### config.mk
export PLATFORM = sky130hd
export DESIGN_NAME = bitmap_block_allocator_core_flat
export DESIGN_NICKNAME = d
export VERILOG_FILES = /design/src/hw/rtl/bba_pkg.sv /design/src/hw/rtl/bba_req_if.sv /design/src/hw/rtl/bba_rsp_if.sv /design/src/hw/rtl/bitmap_block_allocator_core.sv /design/src/hw/rtl/bba_ctrl.sv /design/src/hw/rtl/bba_datapath.sv /design/src/flat_wrapper.sv
export SDC_FILE = /design/constraint.sdc
export NUM_CORES = 1
export LEC_CHECK = 0
export BUFFER_PORTS_ARGS = -buffer_cell sky130_fd_sc_hd__buf_2
export CAP_MARGIN = 20
export CORE_UTILIZATION = 50
export DETAILED_ROUTE_END_ITERATION = 7
export PLACE_DENSITY = 0.65
export SLEW_MARGIN = 0
export SYNTH_ARGS = -nofsm -noshare
export SYNTH_HDL_FRONTEND = slang
export SYNTH_SLANG_ARGS = --single-unit
### constraint.sdc
create_clock -name clk -period 8 [get_ports clk]
set_input_delay 0.8 -clock clk [delete_from_list [all_inputs] [get_ports clk]]
set_output_delay 0.8 -clock clk [all_outputs]
set_load 0.05 [all_outputs]
### src/hw/rtl/bba_pkg.sv
`timescale 1ns / 1ps
// ----------------------------------------------------------------------------
// bba_pkg
// Shared types and constants of the bitmap block allocator.
// ----------------------------------------------------------------------------
package bba_pkg;

  // Block index width of the request and result fields
  localparam int IDX_W = 10;
  // Number of blocks that a 10-bit index can name
  localparam int IDX_SPAN = 1 << IDX_W;
  // Default store size
  localparam int NUM_BLOCKS_DEF = 1024;
  // Reset value of the first allocatable block register
  localparam logic [IDX_W-1:0] FIRST_ALLOC_RST = IDX_W'(12);

  // Mark memory word: one used bit per block
  localparam int WORD_W = 16;
  localparam int WORD_BITS = $clog2(WORD_W);

  typedef logic [WORD_W-1:0] word_t;
  typedef logic [IDX_W-1:0] idx_t;

  // Request operation codes
  typedef enum logic [1:0] {
    OP_ALLOC = 2'd0,
    OP_FREE  = 2'd1,
    OP_MARK  = 2'd2,
    OP_CHECK = 2'd3
  } op_t;

  // Controller states
  typedef enum logic [2:0] {
    ST_CLEAR,
    ST_IDLE,
    ST_READ,
    ST_EVAL,
    ST_HOLD
  } state_t;

  // Controller to datapath commands
  typedef struct packed {
    logic clr;       // write one word of the clearing pass
    logic load;      // capture the accepted request
    logic rd;        // read the current mark word
    logic eval;      // evaluate the word read, update marks
    logic load_out;  // move the result into the output register
  } cmd_t;

  // Datapath to controller status
  typedef struct packed {
    logic clr_last;  // clearing pass is on its last word
    logic fast;      // incoming request needs no memory access
    logic more;      // allocate must visit another word
  } sts_t;

endpackage

### src/hw/rtl/bba_req_if.sv
`timescale 1ns / 1ps
// ----------------------------------------------------------------------------
// bba_req_if
// Request channel: operation and block index with valid/ready.
// ----------------------------------------------------------------------------
interface bba_req_if;
  logic              valid;
  logic              ready;
  bba_pkg::op_t      op;
  bba_pkg::idx_t     block_index;

  modport source(output valid, op, block_index, input ready);
  modport sink(input valid, op, block_index, output ready);
endinterface

### src/hw/rtl/bba_rsp_if.sv
`timescale 1ns / 1ps
// ----------------------------------------------------------------------------
// bba_rsp_if
// Result channel: granted block and success flag with valid/ready.
// ----------------------------------------------------------------------------
interface bba_rsp_if;
  logic              valid;
  logic              ready;
  bba_pkg::idx_t     granted_block;
  logic              success;

  modport source(output valid, granted_block, success, input ready);
  modport sink(input valid, granted_block, success, output ready);
endinterface

### src/hw/rtl/bitmap_block_allocator_core.sv
`timescale 1ns / 1ps
// ----------------------------------------------------------------------------
// bitmap_block_allocator_core
// First-fit block allocator over a bitmap of used marks.
// ----------------------------------------------------------------------------
// Requests arrive on in_req (op, block_index); each gives exactly one result
// on out_rsp (granted_block, success), in request order. cfg_we/cfg_wdata
// set the lowest block index that allocate may hand out (reset 12).
// Marks live in a memory of 16-bit words, one block per bit, with a
// one-bit "word full" summary per word.
// After reset a clearing pass writes every word, one per cycle; in_req.ready
// stays low until it ends. An accepted request goes from idle to a read and
// an evaluate step on its starting word, then to the hold state, which moves
// the result into the output register and returns to idle. Allocate that
// finds no free block there repeats read and evaluate on each next non-full
// word. Requests that need no memory access (index out of range) go from
// idle straight to hold. The memory read-modify-write loop does one read and
// one evaluate step per word visited.
// One request is in flight at a time; a new one is taken once the previous
// result sits in the output register, even if the receiver stalls it.
// While out_rsp stalls with a result held, a finished request waits.
// ----------------------------------------------------------------------------
module bitmap_block_allocator_core #(
  parameter int NUM_BLOCKS = bba_pkg::NUM_BLOCKS_DEF
) (
  input  logic           clk,
  input  logic           rst_n,
  input  logic           cfg_we,
  input  bba_pkg::idx_t  cfg_wdata,
  bba_req_if.sink        in_req,
  bba_rsp_if.source      out_rsp
);

  bba_pkg::cmd_t cmd;
  bba_pkg::sts_t sts;

  // Sequencing
  bba_ctrl u_ctrl (
    .clk       (clk),
    .rst_n     (rst_n),
    .in_valid  (in_req.valid),
    .in_ready  (in_req.ready),
    .out_valid (out_rsp.valid),
    .out_ready (out_rsp.ready),
    .cmd       (cmd),
    .sts       (sts)
  );

  // Marks, search and results
  bba_datapath #(
    .NUM_BLOCKS (NUM_BLOCKS)
  ) u_datapath (
    .clk               (clk),
    .rst_n             (rst_n),
    .cfg_we            (cfg_we),
    .cfg_wdata         (cfg_wdata),
    .in_op             (in_req.op),
    .in_block_index    (in_req.block_index),
    .cmd               (cmd),
    .sts               (sts),
    .out_granted_block (out_rsp.granted_block),
    .out_success       (out_rsp.success)
  );

endmodule

### src/hw/rtl/bba_ctrl.sv
`timescale 1ns / 1ps
// ----------------------------------------------------------------------------
// bba_ctrl
// Controller: clearing pass, request sequencing and output valid.
// ----------------------------------------------------------------------------
module bba_ctrl (
  input  logic            clk,
  input  logic            rst_n,
  input  logic            in_valid,
  output logic            in_ready,
  output logic            out_valid,
  input  logic            out_ready,
  output bba_pkg::cmd_t   cmd,
  input  bba_pkg::sts_t   sts
);

  bba_pkg::state_t state_r, state_nxt;
  logic            out_valid_r, out_valid_nxt;
  logic            slot_free;

  assign slot_free = !out_valid_r || out_ready;

  // Next state
  always_comb begin
    state_nxt = state_r;
    unique case (state_r)
      bba_pkg::ST_CLEAR: begin
        if (sts.clr_last) state_nxt = bba_pkg::ST_IDLE;
      end
      bba_pkg::ST_IDLE: begin
        if (in_valid) state_nxt = sts.fast ? bba_pkg::ST_HOLD : bba_pkg::ST_READ;
      end
      bba_pkg::ST_READ: begin
        state_nxt = bba_pkg::ST_EVAL;
      end
      bba_pkg::ST_EVAL: begin
        state_nxt = sts.more ? bba_pkg::ST_READ : bba_pkg::ST_HOLD;
      end
      bba_pkg::ST_HOLD: begin
        if (slot_free) state_nxt = bba_pkg::ST_IDLE;
      end
      default: state_nxt = bba_pkg::ST_CLEAR;
    endcase
  end

  // Outputs
  always_comb begin
    cmd      = '0;
    in_ready = 1'b0;
    unique case (state_r)
      bba_pkg::ST_CLEAR: begin
        cmd.clr = 1'b1;
      end
      bba_pkg::ST_IDLE: begin
        in_ready = 1'b1;
        cmd.load = in_valid;
      end
      bba_pkg::ST_READ: begin
        cmd.rd = 1'b1;
      end
      bba_pkg::ST_EVAL: begin
        cmd.eval = 1'b1;
      end
      bba_pkg::ST_HOLD: begin
        cmd.load_out = slot_free;
      end
      default: begin
        cmd = '0;
      end
    endcase
  end

  // Output valid: set on load_out, cleared on transfer
  always_comb begin
    out_valid_nxt = out_valid_r;
    if (cmd.load_out) out_valid_nxt = 1'b1;
    else if (out_ready) out_valid_nxt = 1'b0;
  end

  always_ff @(posedge clk) begin
    if (!rst_n) begin
      state_r     <= bba_pkg::ST_CLEAR;
      out_valid_r <= 1'b0;
    end else begin
      state_r     <= state_nxt;
      out_valid_r <= out_valid_nxt;
    end
  end

  assign out_valid = out_valid_r;

endmodule

### src/hw/rtl/bba_datapath.sv
`timescale 1ns / 1ps
// ----------------------------------------------------------------------------
// bba_datapath
// Mark memory, word-full summary, first-fit search and result registers.
// ----------------------------------------------------------------------------
module bba_datapath #(
  parameter int NUM_BLOCKS = bba_pkg::NUM_BLOCKS_DEF
) (
  input  logic            clk,
  input  logic            rst_n,
  input  logic            cfg_we,
  input  bba_pkg::idx_t   cfg_wdata,
  input  bba_pkg::op_t    in_op,
  input  bba_pkg::idx_t   in_block_index,
  input  bba_pkg::cmd_t   cmd,
  output bba_pkg::sts_t   sts,
  output bba_pkg::idx_t   out_granted_block,
  output logic            out_success
);

  localparam int IDX_W     = bba_pkg::IDX_W;
  localparam int WORD_W    = bba_pkg::WORD_W;
  localparam int WORD_BITS = bba_pkg::WORD_BITS;
  // Only blocks a 10-bit index can name are stored
  localparam int REACH     = (NUM_BLOCKS < bba_pkg::IDX_SPAN) ? NUM_BLOCKS : bba_pkg::IDX_SPAN;
  localparam int NUM_WORDS = (REACH + WORD_W - 1) / WORD_W;
  localparam int WA        = (NUM_WORDS > 1) ? $clog2(NUM_WORDS) : 1;
  localparam logic [IDX_W:0] REACH_W = (IDX_W+1)'(REACH);

  // Registers
  bba_pkg::idx_t   fa_r;
  bba_pkg::op_t    op_r;
  bba_pkg::idx_t   blk_r;
  logic [WA-1:0]   waddr_r;
  logic            first_r;
  logic [WA-1:0]   clr_addr_r;
  bba_pkg::word_t  rd_data_r;
  logic [NUM_WORDS-1:0] full_r;
  bba_pkg::idx_t   res_block_r;
  logic            res_ok_r;
  bba_pkg::idx_t   out_block_r;
  logic            out_ok_r;

  bba_pkg::word_t  mem [NUM_WORDS];

  // Combinational
  logic [WA-1:0]   in_word, fa_word, start_word;
  logic            fa_out, blk_out;
  bba_pkg::word_t  bit_oh, lo_mask, cand, cand_oh, new_word, pad_word;
  logic [WORD_BITS-1:0] pos;
  logic            hit, upd, more_avail;
  logic [NUM_WORDS-1:0] wcand;
  logic [WA-1:0]   next_word;
  logic [WA-1:0]   mem_wa;
  bba_pkg::word_t  mem_wd;
  logic            mem_we;
  bba_pkg::idx_t   eval_block;
  logic            eval_ok;

  // Request decode and range checks
  assign in_word    = WA'(in_block_index >> WORD_BITS);
  assign fa_word    = WA'(fa_r >> WORD_BITS);
  assign start_word = (in_op == bba_pkg::OP_ALLOC) ? fa_word : in_word;
  assign fa_out     = {1'b0, fa_r} >= REACH_W;
  assign blk_out    = {1'b0, in_block_index} >= REACH_W;

  assign sts.fast     = (in_op == bba_pkg::OP_ALLOC) ? fa_out : blk_out;
  assign sts.clr_last = (clr_addr_r == WA'(NUM_WORDS - 1));

  // Lowest free bit of the word read, at or above the start offset
  assign bit_oh  = bba_pkg::word_t'(1) << blk_r[WORD_BITS-1:0];
  assign lo_mask = first_r ? ({WORD_W{1'b1}} << fa_r[WORD_BITS-1:0]) : {WORD_W{1'b1}};
  assign cand    = ~rd_data_r & lo_mask;
  assign cand_oh = cand & (~cand + bba_pkg::word_t'(1));
  assign hit     = |cand;

  always_comb begin
    pos = '0;
    for (int b = 0; b < WORD_W; b++) begin
      if (cand_oh[b]) pos = pos | WORD_BITS'(b);
    end
  end

  // Next word above the current one that is not full
  always_comb begin
    for (int i = 0; i < NUM_WORDS; i++) begin
      wcand[i] = !full_r[i] && (WA'(i) > waddr_r);
    end
  end

  always_comb begin
    next_word = '0;
    for (int i = NUM_WORDS - 1; i >= 0; i--) begin
      if (wcand[i]) next_word = WA'(i);
    end
  end

  assign more_avail = |wcand;
  assign sts.more   = (op_r == bba_pkg::OP_ALLOC) && !hit && more_avail;

  // Word update and result of the evaluated request
  always_comb begin
    new_word   = rd_data_r;
    upd        = 1'b0;
    eval_block = blk_r;
    eval_ok    = 1'b1;
    case (op_r)
      bba_pkg::OP_ALLOC: begin
        new_word   = rd_data_r | cand_oh;
        upd        = hit;
        eval_block = hit ? IDX_W'({waddr_r, pos}) : '0;
        eval_ok    = hit;
      end
      bba_pkg::OP_FREE: begin
        new_word = rd_data_r & ~bit_oh;
        upd      = 1'b1;
      end
      bba_pkg::OP_MARK: begin
        new_word = rd_data_r | bit_oh;
        upd      = 1'b1;
      end
      default: begin
        eval_ok = !rd_data_r[blk_r[WORD_BITS-1:0]];
      end
    endcase
  end

  // Clearing pass word: blocks past the store read as used
  always_comb begin
    for (int b = 0; b < WORD_W; b++) begin
      pad_word[b] = ((int'(clr_addr_r) * WORD_W + b) >= REACH);
    end
  end

  assign mem_we = cmd.clr || (cmd.eval && upd);
  assign mem_wa = cmd.clr ? clr_addr_r : waddr_r;
  assign mem_wd = cmd.clr ? pad_word : new_word;

  // Mark memory
  always_ff @(posedge clk) begin
    if (mem_we) mem[mem_wa] <= mem_wd;
    if (cmd.rd) rd_data_r <= mem[waddr_r];
  end

  // Control state: config, clear counter, full summary
  always_ff @(posedge clk) begin
    if (!rst_n) begin
      fa_r       <= bba_pkg::FIRST_ALLOC_RST;
      clr_addr_r <= '0;
      full_r     <= '0;
    end else begin
      if (cfg_we) fa_r <= cfg_wdata;
      if (cmd.clr) clr_addr_r <= clr_addr_r + WA'(1);
      if (cmd.eval && upd) full_r[waddr_r] <= &new_word;
    end
  end

  // Request and result payload
  always_ff @(posedge clk) begin
    if (cmd.load) begin
      op_r        <= in_op;
      blk_r       <= in_block_index;
      waddr_r     <= start_word;
      first_r     <= 1'b1;
      res_block_r <= (in_op == bba_pkg::OP_ALLOC) ? '0 : in_block_index;
      res_ok_r    <= 1'b0;
    end else if (cmd.eval) begin
      if (sts.more) begin
        waddr_r <= next_word;
        first_r <= 1'b0;
      end else begin
        res_block_r <= eval_block;
        res_ok_r    <= eval_ok;
      end
    end
    if (cmd.load_out) begin
      out_block_r <= res_block_r;
      out_ok_r    <= res_ok_r;
    end
  end

  assign out_granted_block = out_block_r;
  assign out_success       = out_ok_r;

endmodule
### src/flat_wrapper.sv
// flat-port wrapper written by rule: the top's interface ports become plain ports
module bitmap_block_allocator_core_flat 
#(
  parameter int NUM_BLOCKS = bba_pkg::NUM_BLOCKS_DEF
)
  (clk, rst_n, cfg_we, cfg_wdata, in_req_valid, in_req_op, in_req_block_index, in_req_ready, out_rsp_valid, out_rsp_granted_block, out_rsp_success, out_rsp_ready);
  bba_req_if in_req_i ();
  bba_rsp_if out_rsp_i ();
  input  logic clk;
  input  logic rst_n;
  input  logic cfg_we;
  input  bba_pkg::idx_t cfg_wdata;
  input wire logic [$bits(in_req_i.valid)-1:0] in_req_valid;
  input wire logic [$bits(in_req_i.op)-1:0] in_req_op;
  input wire logic [$bits(in_req_i.block_index)-1:0] in_req_block_index;
  output wire logic [$bits(in_req_i.ready)-1:0] in_req_ready;
  output wire logic [$bits(out_rsp_i.valid)-1:0] out_rsp_valid;
  output wire logic [$bits(out_rsp_i.granted_block)-1:0] out_rsp_granted_block;
  output wire logic [$bits(out_rsp_i.success)-1:0] out_rsp_success;
  input wire logic [$bits(out_rsp_i.ready)-1:0] out_rsp_ready;
  assign in_req_i.valid = in_req_valid;
  assign in_req_i.op = in_req_op;
  assign in_req_i.block_index = in_req_block_index;
  assign in_req_ready = in_req_i.ready;
  assign out_rsp_valid = out_rsp_i.valid;
  assign out_rsp_granted_block = out_rsp_i.granted_block;
  assign out_rsp_success = out_rsp_i.success;
  assign out_rsp_i.ready = out_rsp_ready;
  bitmap_block_allocator_core #(.NUM_BLOCKS(NUM_BLOCKS)) u_core (.clk(clk), .rst_n(rst_n), .cfg_we(cfg_we), .cfg_wdata(cfg_wdata), .in_req(in_req_i), .out_rsp(out_rsp_i));
endmodule
==> reports/summary.txt <==
Row Count: 113
Ant diodes: 0
Classification of the worst setup path: flip-flop to flip-flop
Hold-fix buffers, CTS: 0
Clock Sinks: 1164
Gr ovfl total: 0
FF+latch count, synth: 1164
Relative slew slack: 17.5%
Slowest stage delay, CP: 1.04 ns
Full die area: 0.0978 mm²
Max Cap Viol: 0
Worst skew pair latency: 0.71 ns
Die Y: 313 µm
IO buf count: 39
Syn Inst Count: 3146
Worst EP required: 8.38 ns
CTS tree: built
Most used cell, CP: nand2_1
Worst r2r path cells: 9
Worst-path maximum fanout: 122
Synth-to-Final Area Change: 11.9%
Register area: 0.0341 mm²
CP delay by family, top: buffers and inverters
Worst hold slack: 0.303 ns
Final Hold Fails: 0
Placed Area: 0.0504 mm²
Pwr/cell area: 220 mW/mm²
Clock skew: 0.0235 ns
Critical path's slowest cell: a2111oi_0
Fin. max-slew vios: 0
Post-synthesis async set-or-reset flop share: 0%
Worst slew pin tran: 1.21 ns
Critical path depth: 9
DR vias/cell: 6.53
CORE AREA: 0.0953 mm²
GP Congestion: 0.898
TNS Setup: 0 ns
Final instance area: 0.0541 mm²
Hpwl dp: 79500 µm
Vias in the first global route: 28800
Worst path arrival time: 5.31 ns
EDFF count, synth: 1079
WP buf/inv: 2
HP Class: input port to flip-flop
WL met2: 64400 µm
Clk slew on worst S/H paths: 0.06 ns
Tmin final: 4.93 ns
P_leak: 17.1 nW
Top Ports: 40
First-pass GRT wire length: 197000 µm
Post-route ant nets: 0
Crit. End Element: flip-flop
Period utilization: 61.6%
Setup repair after global routing missed its margin: no
Layout cells sized above 1: 16.6%
Syn_area_per_cell: 15.4 µm²
Top FF cell, synth: edfxtp_1
CTS buffer count: 114
Synth Warn #: 0
DRC marker count from the first detailed-route iteration: 3773
Total Routing Usage GR: 27.4%
Multi-input logic area: 0.0134 mm²
Clock buffer depth: 3
Initial antenna violation count: 0
Wire per inst: 29.5 µm
Worst path cell trace: buf_12 > buf_12 > mux4_2 > nand2_1 > nand2_1 > a2111oi_0 > nor2_1 > nand2_1 > o31ai_1
Drt first pass iters: 6
Min-Delay Path Depth: 1
DIE WIDTH: 313 µm
Fin nets: 3234
VDD IR-drop max: 0.169 mV
H-tree levels: 3
Vias post-DR: 29800
Register area share after synthesis: 70.6%
DR top layer: met4
Final worst slack: 3.07 ns
Clock root cell: clkbuf_16
Fmax: 203 MHz
Initial core utilization: 50.7%
Filler Cell Count: 7327
Met1 Wirelength: 54900 µm
Number of distinct library cells after synthesis: 90
Mapped Area: 0.0483 mm²
Setup Buffers After CTS: 0
Largest net degree at the start of global routing: 123
Post_cts resized: 0
DRC viols: 0
Status: complete, no violations
Routed WL: 135000 µm
Dpl ws: 3.14 ns
Syn Nets: 3178
Met3 Wirelength: 11200 µm
Final setup fails: 0
CP startpoint kind: flip-flop
cell usage after synthesis (all sizes together) (7+ instances only):
cell / instances / area share (%)
a2111oi: 64 / 1.2
a211oi: 16 / 0.25
a21boi: 7 / 0.11
a21o: 22 / 0.34
a21oi: 156 / 1.6
a221oi: 78 / 1.4
a22oi: 70 / 1.1
a31o: 9 / 0.16
a31oi: 16 / 0.21
and2: 13 / 0.17
buf: 73 / 0.72
clkbuf: 162 / 1.3
dfxtp: 85 / 3.5
edfxtp: 1079 / 67
inv: 22 / 0.17
mux2i: 146 / 3.0
mux4: 133 / 6.2
nand2: 313 / 2.4
nand2b: 11 / 0.14
nand3: 28 / 0.29
nand4: 7 / 0.15
nor2: 162 / 1.3
nor2b: 27 / 0.35
nor3: 23 / 0.26
nor4: 17 / 0.26
o211ai: 53 / 0.82
o21ai: 46 / 0.48
o21bai: 7 / 0.12
o22ai: 73 / 0.95
o311ai: 12 / 0.22
o31ai: 69 / 1.2
o32ai: 7 / 0.14
o41ai: 17 / 0.34
or2: 12 / 0.16
or3: 14 / 0.19
or4: 7 / 0.11
per-stage QoR:
| step | instances | total power, mW | utilization (%) |
|---|---|---|---|
| 2_1_floorplan | 3146 | 6.77 | - |
| 3_3_place_gp | 4337 | 6.80 | 52.8 |
| 3_5_place_dp | 4346 | 6.81 | 52.9 |
| 4_1_cts | 4558 | 11.9 | 56.7 |
| 5_1_grt | 4563 | 12.2 | 56.7 |
| 6_report | 4563 | 11.9 | 56.7 |
worst register-to-register path, delay by kind of cell, from the launching register on:
family / cells / cell delay, ns
AOI/OAI and AO/OA: 2 / 1.24
muxes: 1 / 0.67
and+or+nand+nor: 4 / 0.54
DFF: 1 / 0.76
buffers and inverters: 2 / 1.40
layout make-up:
| class | instances | area share [%] |
|---|---|---|
| clock buffer | 134 | 5.46 |
| clock inverter | 78 | 1.22 |
| inverter | 25 | 0.174 |
| multi-input combinational | 1722 | 24.8 |
| sequential | 1164 | 63.1 |
| tap | 1265 | 2.93 |
| timing repair buffer | 175 | 2.32 |
state kept, by name, indices dropped and copies added (netlist names):
signal                               cells
u_core.u_datapath.res_block_r           10
u_core.u_datapath.waddr_r                6
u_core.u_datapath.out_granted_block     10
u_core.u_datapath.first_r                1
u_core.u_ctrl.out_valid                  1
u_core.u_datapath.out_success            1
u_core.u_datapath.mem                 1024
u_core.u_datapath.clr_addr_r             6
u_core.u_datapath.rd_data_r             16
u_core.u_datapath.full_r                63
u_core.u_datapath.op_r                   2
u_core.u_ctrl.state_r                    3
u_core.u_datapath.res_ok_r               1
u_core.u_datapath.fa_r                  10
u_core.u_datapath.blk_r                 10
placed cells by master (no fill, tap or decap), types with 33 or more instances in the layout:
cell,n
nor2_1,142
a2111oi_0,37
buf_2,41
mux4_2,133
o21ai_0,43
dfxtp_1,85
buf_4,118
a22oi_1,70
o31ai_1,61
a221oi_1,78
nand2_1,311
clkinv_1,33
o22ai_1,73
o211ai_1,53
mux2i_1,146
clkbuf_16,115
a21oi_1,155
edfxtp_1,1079
cells by family after synthesis:
logic type               count (synthesis)  share of synthesized area, %
XOR/XNOR                                 4                        0.0725
flip-flops                            1164                          70.6
adder cells (fa/ha/maj)                  5                         0.130
multiplexers                           279                          9.23
AND/OR/NAND/NOR                        661                          6.25
buffers and inverters                  260                          2.17
AO/OA/AOI/OAI                          773                          11.5
metal layers:
metal  track usage [%]  vias up
met1              39.0    15200
met5                 0        -
met2              43.9     1587
met3              3.65      234
met4              9.18        0
li1                  -    12800
report_power, final:
part | switching [mW] | internal (mW) | total, mW
Combinational | 0.0559 | 0.0222 | 0.0781
Clock | 2.26 | 2.95 | 5.21
Sequential | 0.0160 | 6.58 | 6.60
Total | 2.33 | 9.55 | 11.9
worst paths after layout:
path	startpoint	endpoint	slack, ns
hold reg to reg	u_core.u_datapath.res_block_r[5]	u_core.u_datapath.out_granted_block[5]	0.42
hold / removal	in_req_block_index[7]	u_core.u_datapath.blk_r[7]	0.30
setup reg to reg	u_core.u_datapath.waddr_r[0]	u_core.u_datapath.rd_data_r[0]	3.07
setup / recovery	u_core.u_datapath.waddr_r[0]	u_core.u_datapath.rd_data_r[0]	3.07
(Power assumes the default switching activity.)
